[src/design/bppc_pkg.sv]
`default_nettype none

package bppc_pkg;

  localparam int PIXELS_PER_WORD = 32;
  localparam int PALETTE_ENTRIES = 16;
  localparam int PLANE_BITS      = 32;
  localparam int INDEX_BITS      = 4;
  localparam int COLOR_BITS      = 12;

  localparam logic MODE_PALETTE = 1'b0;
  localparam logic MODE_PLANES  = 1'b1;

  // bit-reversed and inverted nibble
  localparam logic [3:0] NIBBLE_FLIP [16] = '{
    4'hF, 4'h7, 4'hB, 4'h3, 4'hD, 4'h5, 4'h9, 4'h1,
    4'hE, 4'h6, 4'hA, 4'h2, 4'hC, 4'h4, 4'h8, 4'h0
  };

  // one slot leaving the serializer: a palette write or one pixel index
  typedef struct packed {
    logic                  write;
    logic [INDEX_BITS-1:0] idx;
    logic [COLOR_BITS-1:0] word;
    logic                  last;
  } bppc_slot_t;

  function automatic logic [7:0] nibble_level(input logic [3:0] nib);
    logic [3:0] flip;
    logic [7:0] lvl;
    flip = NIBBLE_FLIP[nib];
    unique case (flip[3:2])
      2'd0:    lvl = 8'd0;
      2'd1:    lvl = 8'd127;
      2'd2:    lvl = 8'd191;
      default: lvl = 8'd255;
    endcase
    return lvl;
  endfunction

endpackage

`default_nettype wire

[src/design/bitplane_palette_pixel_converter.sv]
`default_nettype none
// Channel  Dir  Handshake          Payload
// in       in   in_valid/in_stall  mode, palette_index, palette_word, plane_zero..three
// out      out  out_valid/out_stall red, green, blue, last_pixel
//
// A plane item gives PIXELS_PER_WORD pixels, one per cycle unless out_stall holds;
// the plane serializer sets the pace. A palette write takes one serializer slot and no pixel.
// Pipeline: serializer, palette lookup, color register, level map into the output register.
// Reset clears all valid bits and the palette to zero.
// out_stall holds every stage that has a successor waiting; bubbles are filled.

module bitplane_palette_pixel_converter #(
  parameter int PIXELS_PER_WORD = bppc_pkg::PIXELS_PER_WORD
) (
  input  wire logic                          clk,
  input  wire logic                          rst_n,
  input  wire logic                          in_valid,
  output logic                               in_stall,
  input  wire logic                          in_mode,
  input  wire logic [bppc_pkg::INDEX_BITS-1:0] in_palette_index,
  input  wire logic [bppc_pkg::COLOR_BITS-1:0] in_palette_word,
  input  wire logic [bppc_pkg::PLANE_BITS-1:0] in_plane_zero,
  input  wire logic [bppc_pkg::PLANE_BITS-1:0] in_plane_one,
  input  wire logic [bppc_pkg::PLANE_BITS-1:0] in_plane_two,
  input  wire logic [bppc_pkg::PLANE_BITS-1:0] in_plane_three,
  output logic                               out_valid,
  input  wire logic                          out_stall,
  output logic [7:0]                         out_red,
  output logic [7:0]                         out_green,
  output logic [7:0]                         out_blue,
  output logic                               out_last_pixel
);
  import bppc_pkg::*;

  logic       s0_valid;
  bppc_slot_t s0_slot;

  logic       s1_valid_r;
  bppc_slot_t s1_slot_r;

  logic                  s2_valid_r;
  logic [COLOR_BITS-1:0] s2_color_r;
  logic                  s2_last_r;

  logic                  out_valid_r;
  logic [7:0]            out_red_r, out_green_r, out_blue_r;
  logic                  out_last_r;

  logic [COLOR_BITS-1:0] palette_r [PALETTE_ENTRIES];

  logic adv1, adv2, adv3;

  assign adv3 = !out_valid_r || !out_stall;
  assign adv2 = !s2_valid_r || adv3;
  assign adv1 = !s1_valid_r || adv2;

  bppc_plane_serializer #(
    .PIXELS_PER_WORD(PIXELS_PER_WORD)
  ) u_ser (
    .clk             (clk),
    .rst_n           (rst_n),
    .in_valid        (in_valid),
    .in_stall        (in_stall),
    .in_mode         (in_mode),
    .in_palette_index(in_palette_index),
    .in_palette_word (in_palette_word),
    .in_plane_zero   (in_plane_zero),
    .in_plane_one    (in_plane_one),
    .in_plane_two    (in_plane_two),
    .in_plane_three  (in_plane_three),
    .take            (adv1),
    .slot_valid      (s0_valid),
    .slot            (s0_slot)
  );

  always_ff @(posedge clk) begin
    if (!rst_n) begin
      s1_valid_r <= 1'b0;
    end else if (adv1) begin
      s1_valid_r <= s0_valid;
      s1_slot_r  <= s0_slot;
    end
  end

  // palette writes land in slot order, so earlier pixels already read old entries
  always_ff @(posedge clk) begin
    if (!rst_n) begin
      for (int i = 0; i < PALETTE_ENTRIES; i++) begin
        palette_r[i] <= '0;
      end
    end else if (s1_valid_r && s1_slot_r.write && adv2) begin
      palette_r[s1_slot_r.idx] <= s1_slot_r.word;
    end
  end

  always_ff @(posedge clk) begin
    if (!rst_n) begin
      s2_valid_r <= 1'b0;
    end else if (adv2) begin
      s2_valid_r <= s1_valid_r && !s1_slot_r.write;
      s2_color_r <= palette_r[s1_slot_r.idx];
      s2_last_r  <= s1_slot_r.last;
    end
  end

  always_ff @(posedge clk) begin
    if (!rst_n) begin
      out_valid_r <= 1'b0;
    end else if (adv3) begin
      out_valid_r <= s2_valid_r;
      out_red_r   <= nibble_level(s2_color_r[3:0]);
      out_green_r <= nibble_level(s2_color_r[7:4]);
      out_blue_r  <= nibble_level(s2_color_r[11:8]);
      out_last_r  <= s2_last_r;
    end
  end

  assign out_valid      = out_valid_r;
  assign out_red        = out_red_r;
  assign out_green      = out_green_r;
  assign out_blue       = out_blue_r;
  assign out_last_pixel = out_last_r;

`ifndef SYNTHESIS
  // a taken plane group keeps the serializer busy and stalls the input
  a_plane_busy: assert property (@(posedge clk) disable iff (!rst_n)
    (in_valid && !in_stall && in_mode == MODE_PLANES) |=> in_stall)
    else $error("input taken during a plane group");

  // groups have PIXELS_PER_WORD pixels, so two last pixels never follow each other
  a_last_spacing: assert property (@(posedge clk) disable iff (!rst_n)
    (out_valid && !out_stall && out_last_pixel) |=> !(out_valid && out_last_pixel))
    else $error("back-to-back last pixels");

  a_ready_when_empty: assert property (@(posedge clk) disable iff (!rst_n)
    !s0_valid |-> !in_stall)
    else $error("stall with an empty serializer");

  a_red_level: assert property (@(posedge clk) disable iff (!rst_n)
    out_valid |-> (out_red == 8'd0 || out_red == 8'd127 ||
                   out_red == 8'd191 || out_red == 8'd255))
    else $error("red level out of set");
`endif

endmodule

`default_nettype wire

[src/design/bppc_plane_serializer.sv]
`default_nettype none

module bppc_plane_serializer #(
  parameter int PIXELS_PER_WORD = bppc_pkg::PIXELS_PER_WORD
) (
  input  wire logic                          clk,
  input  wire logic                          rst_n,
  input  wire logic                          in_valid,
  output logic                               in_stall,
  input  wire logic                          in_mode,
  input  wire logic [bppc_pkg::INDEX_BITS-1:0] in_palette_index,
  input  wire logic [bppc_pkg::COLOR_BITS-1:0] in_palette_word,
  input  wire logic [bppc_pkg::PLANE_BITS-1:0] in_plane_zero,
  input  wire logic [bppc_pkg::PLANE_BITS-1:0] in_plane_one,
  input  wire logic [bppc_pkg::PLANE_BITS-1:0] in_plane_two,
  input  wire logic [bppc_pkg::PLANE_BITS-1:0] in_plane_three,
  input  wire logic                          take,
  output logic                               slot_valid,
  output bppc_pkg::bppc_slot_t               slot
);
  import bppc_pkg::*;

  localparam int CNT_W = $clog2(PIXELS_PER_WORD);
  localparam logic [CNT_W-1:0] LAST_CNT = CNT_W'(PIXELS_PER_WORD - 1);

  logic                  valid_r;
  logic                  write_r;
  logic [INDEX_BITS-1:0] pidx_r;
  logic [COLOR_BITS-1:0] pword_r;
  logic [PLANE_BITS-1:0] p0_r, p1_r, p2_r, p3_r;
  logic [CNT_W-1:0]      cnt_r;
  logic [CNT_W-1:0]      cnt_nxt;
  logic                  done;
  logic                  accept;

  assign done     = write_r || (cnt_r == LAST_CNT);
  assign in_stall = valid_r && !(take && done);
  assign accept   = in_valid && !in_stall;
  assign cnt_nxt  = cnt_r + CNT_W'(1);

  always_ff @(posedge clk) begin
    if (!rst_n) begin
      valid_r <= 1'b0;
    end else if (accept) begin
      valid_r <= 1'b1;
      write_r <= (in_mode == MODE_PALETTE);
      pidx_r  <= in_palette_index;
      pword_r <= in_palette_word;
      p0_r    <= in_plane_zero;
      p1_r    <= in_plane_one;
      p2_r    <= in_plane_two;
      p3_r    <= in_plane_three;
      cnt_r   <= '0;
    end else if (take && valid_r) begin
      if (done) begin
        valid_r <= 1'b0;
      end else begin
        // zero fill: pixels past the plane width use palette entry 0
        p0_r  <= p0_r >> 1;
        p1_r  <= p1_r >> 1;
        p2_r  <= p2_r >> 1;
        p3_r  <= p3_r >> 1;
        cnt_r <= cnt_nxt;
      end
    end
  end

  assign slot_valid = valid_r;
  assign slot.write = write_r;
  assign slot.idx   = write_r ? pidx_r : {p3_r[0], p2_r[0], p1_r[0], p0_r[0]};
  assign slot.word  = pword_r;
  assign slot.last  = !write_r && (cnt_r == LAST_CNT);

endmodule

`default_nettype wire

[config.mk]
export PLATFORM = sky130hd
export DESIGN_NAME = bitplane_palette_pixel_converter
export DESIGN_NICKNAME = d
export VERILOG_FILES = /design/src/design/bppc_pkg.sv /design/src/design/bitplane_palette_pixel_converter.sv /design/src/design/bppc_plane_serializer.sv
export SDC_FILE = /design/constraint.sdc
export NUM_CORES = 1
export LEC_CHECK = 0
export ABC_AREA = 1
export BUFFER_PORTS_ARGS = -buffer_cell sky130_fd_sc_hd__clkbuf_2
export CORE_ASPECT_RATIO = 0.7
export CORE_MARGIN = 3
export CORE_UTILIZATION = 40
export CTS_CLUSTER_DIAMETER = 100
export CTS_CLUSTER_SIZE = 24
export DETAILED_ROUTE_END_ITERATION = 10
export SYNTH_ARGS = -nofsm -noshare
export SYNTH_HDL_FRONTEND = slang
export SYNTH_HIERARCHICAL = 1
export SYNTH_SLANG_ARGS = --single-unit
[constraint.sdc]
create_clock -name clk -period 12.37 [get_ports clk]
set_input_delay 3.711 -clock clk [delete_from_list [all_inputs] [get_ports clk]]
set_output_delay 3.711 -clock clk [all_outputs]
set_load 0.05 [all_outputs]
==> summary.md <==
| Metric | Value |
|---|---|
| Reg2reg end | `u_ser/p3_r[16]` |
| Pins Over Slew Limit | `0` |
| First drt pass iteration count | `5` |
| Clock Tree Root | `clkbuf_16` |
| Max cap viols | `0` |
| PortBufs | `169` |
| Final setup fails | `0` |
| CTS tree | `built` |
| Clk_lat worst skew | `0.49 ns` |
| Final min period | `8.747 ns` |
| Remaining Overflow, GRT | `0` |
| Placed instance count | `1,733` |
| Data arrival, critical path | `5.04 ns` |
| Top-Level Pins | `176` |
| Peak per-stage delay on the critical path | `0.39 ns` |
| Routed vias/inst | `4.983` |
| Worst clock skew | `0.01413 ns` |
| Ant. Diodes | `0` |
| CP endpoint kind | `output pin` |
| Number of global-route vias before repair | `8,294` |
| Post-Syn Instances | `1,233` |
| CP Class | `primary input to output pin` |
| Area of the mapped netlist | `0.01234 mm2` |
| Share of cells above drive strength 1 | `15.95%` |
| Leakage | `5.841 nW` |
| Pwr per Cell Area | `131.5 mW/mm2` |
| Worst slew margin | `31.54%` |
| Initial antenna violation count | `2` |
| Quantity of gates resized following cts | `0` |
| Max stage delay cell, worst path | `nand2_4` |
| Critical Path Start Type | `primary input` |
| HP Class | `flop to flop` |
| Critical Path Fanout Max | `62` |
| CTS sink count | `273` |
| Min-Delay Path Depth | `0` |
| Largest net degree at the start of global routing | `81` |
| Fin cells | `1,754` |
| Data required, critical path | `8.66 ns` |
| Final net count | `1,489` |
| Initial core utilization | `40.90%` |
| R2r setup slk | `8.06 ns` |
| DRT iter0 DRCs | `771` |
| Fmax | `0.1143 GHz` |
| Floorplan row count | `53` |
| Cell Chain, Critical Path | `clkbuf_2 -> nand2_1 -> inv_2 -> nand3_1 -> o21ai_2 -> nand2_4 -> inv_1 -> clkbuf_2` |
| Clk buf depth | `3` |
| TNS Setup | `0 ns` |
| Cell family with most CP delay | `buffers and inverters` |
| # hold bufs at CTS | `0` |
| Die width | `215.9 um` |
| HPWL Detailed | `17.92 mm` |
| FF-to-FF path depth | `9` |
| Status | `finished, final reports clean` |
| CORE AREA | `0.03017 mm2` |
| RD Place Congestion | `0.7952` |
| Htree depth | `1` |
| CP bufs+invs | `4` |
| Reg-to-reg startpoint | `u_ser/cnt_r[0]` |
| Syn. warnings | `6` |
| First-pass GRT wire length | `44.99 mm` |
| Worst VDD drop | `0.07250 mV` |
| Hold Vio Cnt, Final | `0` |
| Mean Syn Cell Area | `10.01 um2` |
| Clock slew seen by the registers of the worst setup and hold paths | `0.09 ns` |
| Area growth syn-to-layout | `10.85%` |
| Die Span Y | `153.0 um` |
| Antenna Nets Post-Route | `0` |
| Post CTS Setup Buffer Count | `0` |
| WP depth | `8` |
| RSZ-0062 raised after global routing | `no` |
| Die Area | `0.03303 mm2` |
| Net count after synthesis | `1,384` |
| Worst Setup SP | `out_stall` |
| Critical Path Most Common Cell | `clkbuf_2` |
| Post-route DRC | `0` |
| Least-Margin Pin Slew | `1.016 ns` |
| Vias | `8,741` |
| Wirelength, routed | `28.43 mm` |
| Fin crit share | `70.71%` |
| CTS Buf Count | `15` |
| Routed length per placed instance | `16.21 um` |
| Total GRT Usage | `16.72%` |
| CP Capture Point | `in_stall` |
-- layout by cell type (no fill, tap or decap), types with 2 or more instances in the layout --
cell type,count
nand2_4,2
clkbuf_2,168
nor3_1,96
a21oi_1,3
o21ai_1,2
ha_1,2
dfxtp_1,4
nand3_1,127
buf_4,11
o21ai_0,14
nand2_2,5
clkbuf_1,5
inv_2,5
inv_1,44
clkbuf_16,15
nor2_2,4
nor2_1,15
nand2_1,541
edfxtp_1,269
-- power by group --
group          internal [mW]  switching (mW)
clock network          0.229           0.293
logic                 0.0547           0.135
registers               1.07          0.0144
total                   1.36           0.443
-- layer usage --
layer,vias to the layer above,GRT usage [%],wire length [um]
li1,4312,-,-
met1,4148,26.80,14220
met2,239,24.16,12080
met3,38,2.504,1626
met4,4,3.124,478
met5,-,0,27
-- stage by stage --
step / worst slack (ns) / hold slack [ns] / util, % / power [mW] / cell area [um2]
after detailed placement: 3.604 / 0.4125 / 43.98 / 1.299 / 13270
after global routing: 3.429 / 0.4480 / 45.34 / 1.872 / 13680
after global placement: 3.609 / 0.4032 / 43.98 / 1.296 / 13270
after floorplan: 0.9348 / 0.4003 / - / 1.243 / 12340
final: 3.623 / 0.4334 / 45.34 / 1.799 / 13680
after CTS: 3.600 / 0.4387 / 45.34 / 1.819 / 13680
-- worst min-delay path by stage --
stage                           startpoint             end  slack [ns]
after floorplan                  s2_last_r  out_last_pixel        0.40
after global placement    u_ser/pword_r[8]    s1_slot_r[9]        0.40
after detailed placement  u_ser/pword_r[5]    s1_slot_r[6]        0.41
after CTS                 u_ser/pword_r[8]    s1_slot_r[9]        0.44
after global routing      u_ser/pword_r[8]    s1_slot_r[9]        0.45
final                     u_ser/pword_r[1]    s1_slot_r[2]        0.43
-- state kept, by name, summed over array words and instances (netlist names) --
| name | count |
|---|---|
| u_ser/p2_r | 32 |
| u_ser/pword_r | 6 |
| out_blue | 3 |
| palette_r | 96 |
| s2_valid_r | 1 |
| u_ser/p1_r | 32 |
| out_red | 3 |
| s2_color_r | 6 |
| s1_slot_r | 12 |
| u_ser/p3_r | 32 |
| out_green | 3 |
| u_ser/write_r | 1 |
| s2_last_r | 1 |
| out_valid | 1 |
| u_ser/cnt_r | 5 |
| u_ser/slot_valid | 1 |
| s1_valid_r | 1 |
| u_ser/p0_r | 32 |
| u_ser/pidx_r | 4 |
| out_last_pixel | 1 |
-- final cells by class --
class	instances	area, um2
Timing Repair Buffer	179	923.4
Sequential cell	273	8158
Tap cell	412	515.5
Fill cell	2884	16490
Multi-Input combinational cell	819	3485
Clock inverter	1	16.27
Inverter	50	187.7
Clock buffer	20	394.1
-- worst register-to-register path, cell delays in order, from the launching register on --
cell and delay [ns]:
edfxtp_1 0.39, ha_1 0.19, and3_1 0.17, ha_1 0.23, o21ai_2 0.10, nand2_4 0.50
nand2_4 0.52, a21oi_4 0.25, buf_4 0.65, buf_4 0.88
Note: power is estimated with default switching activity, not from simulation.
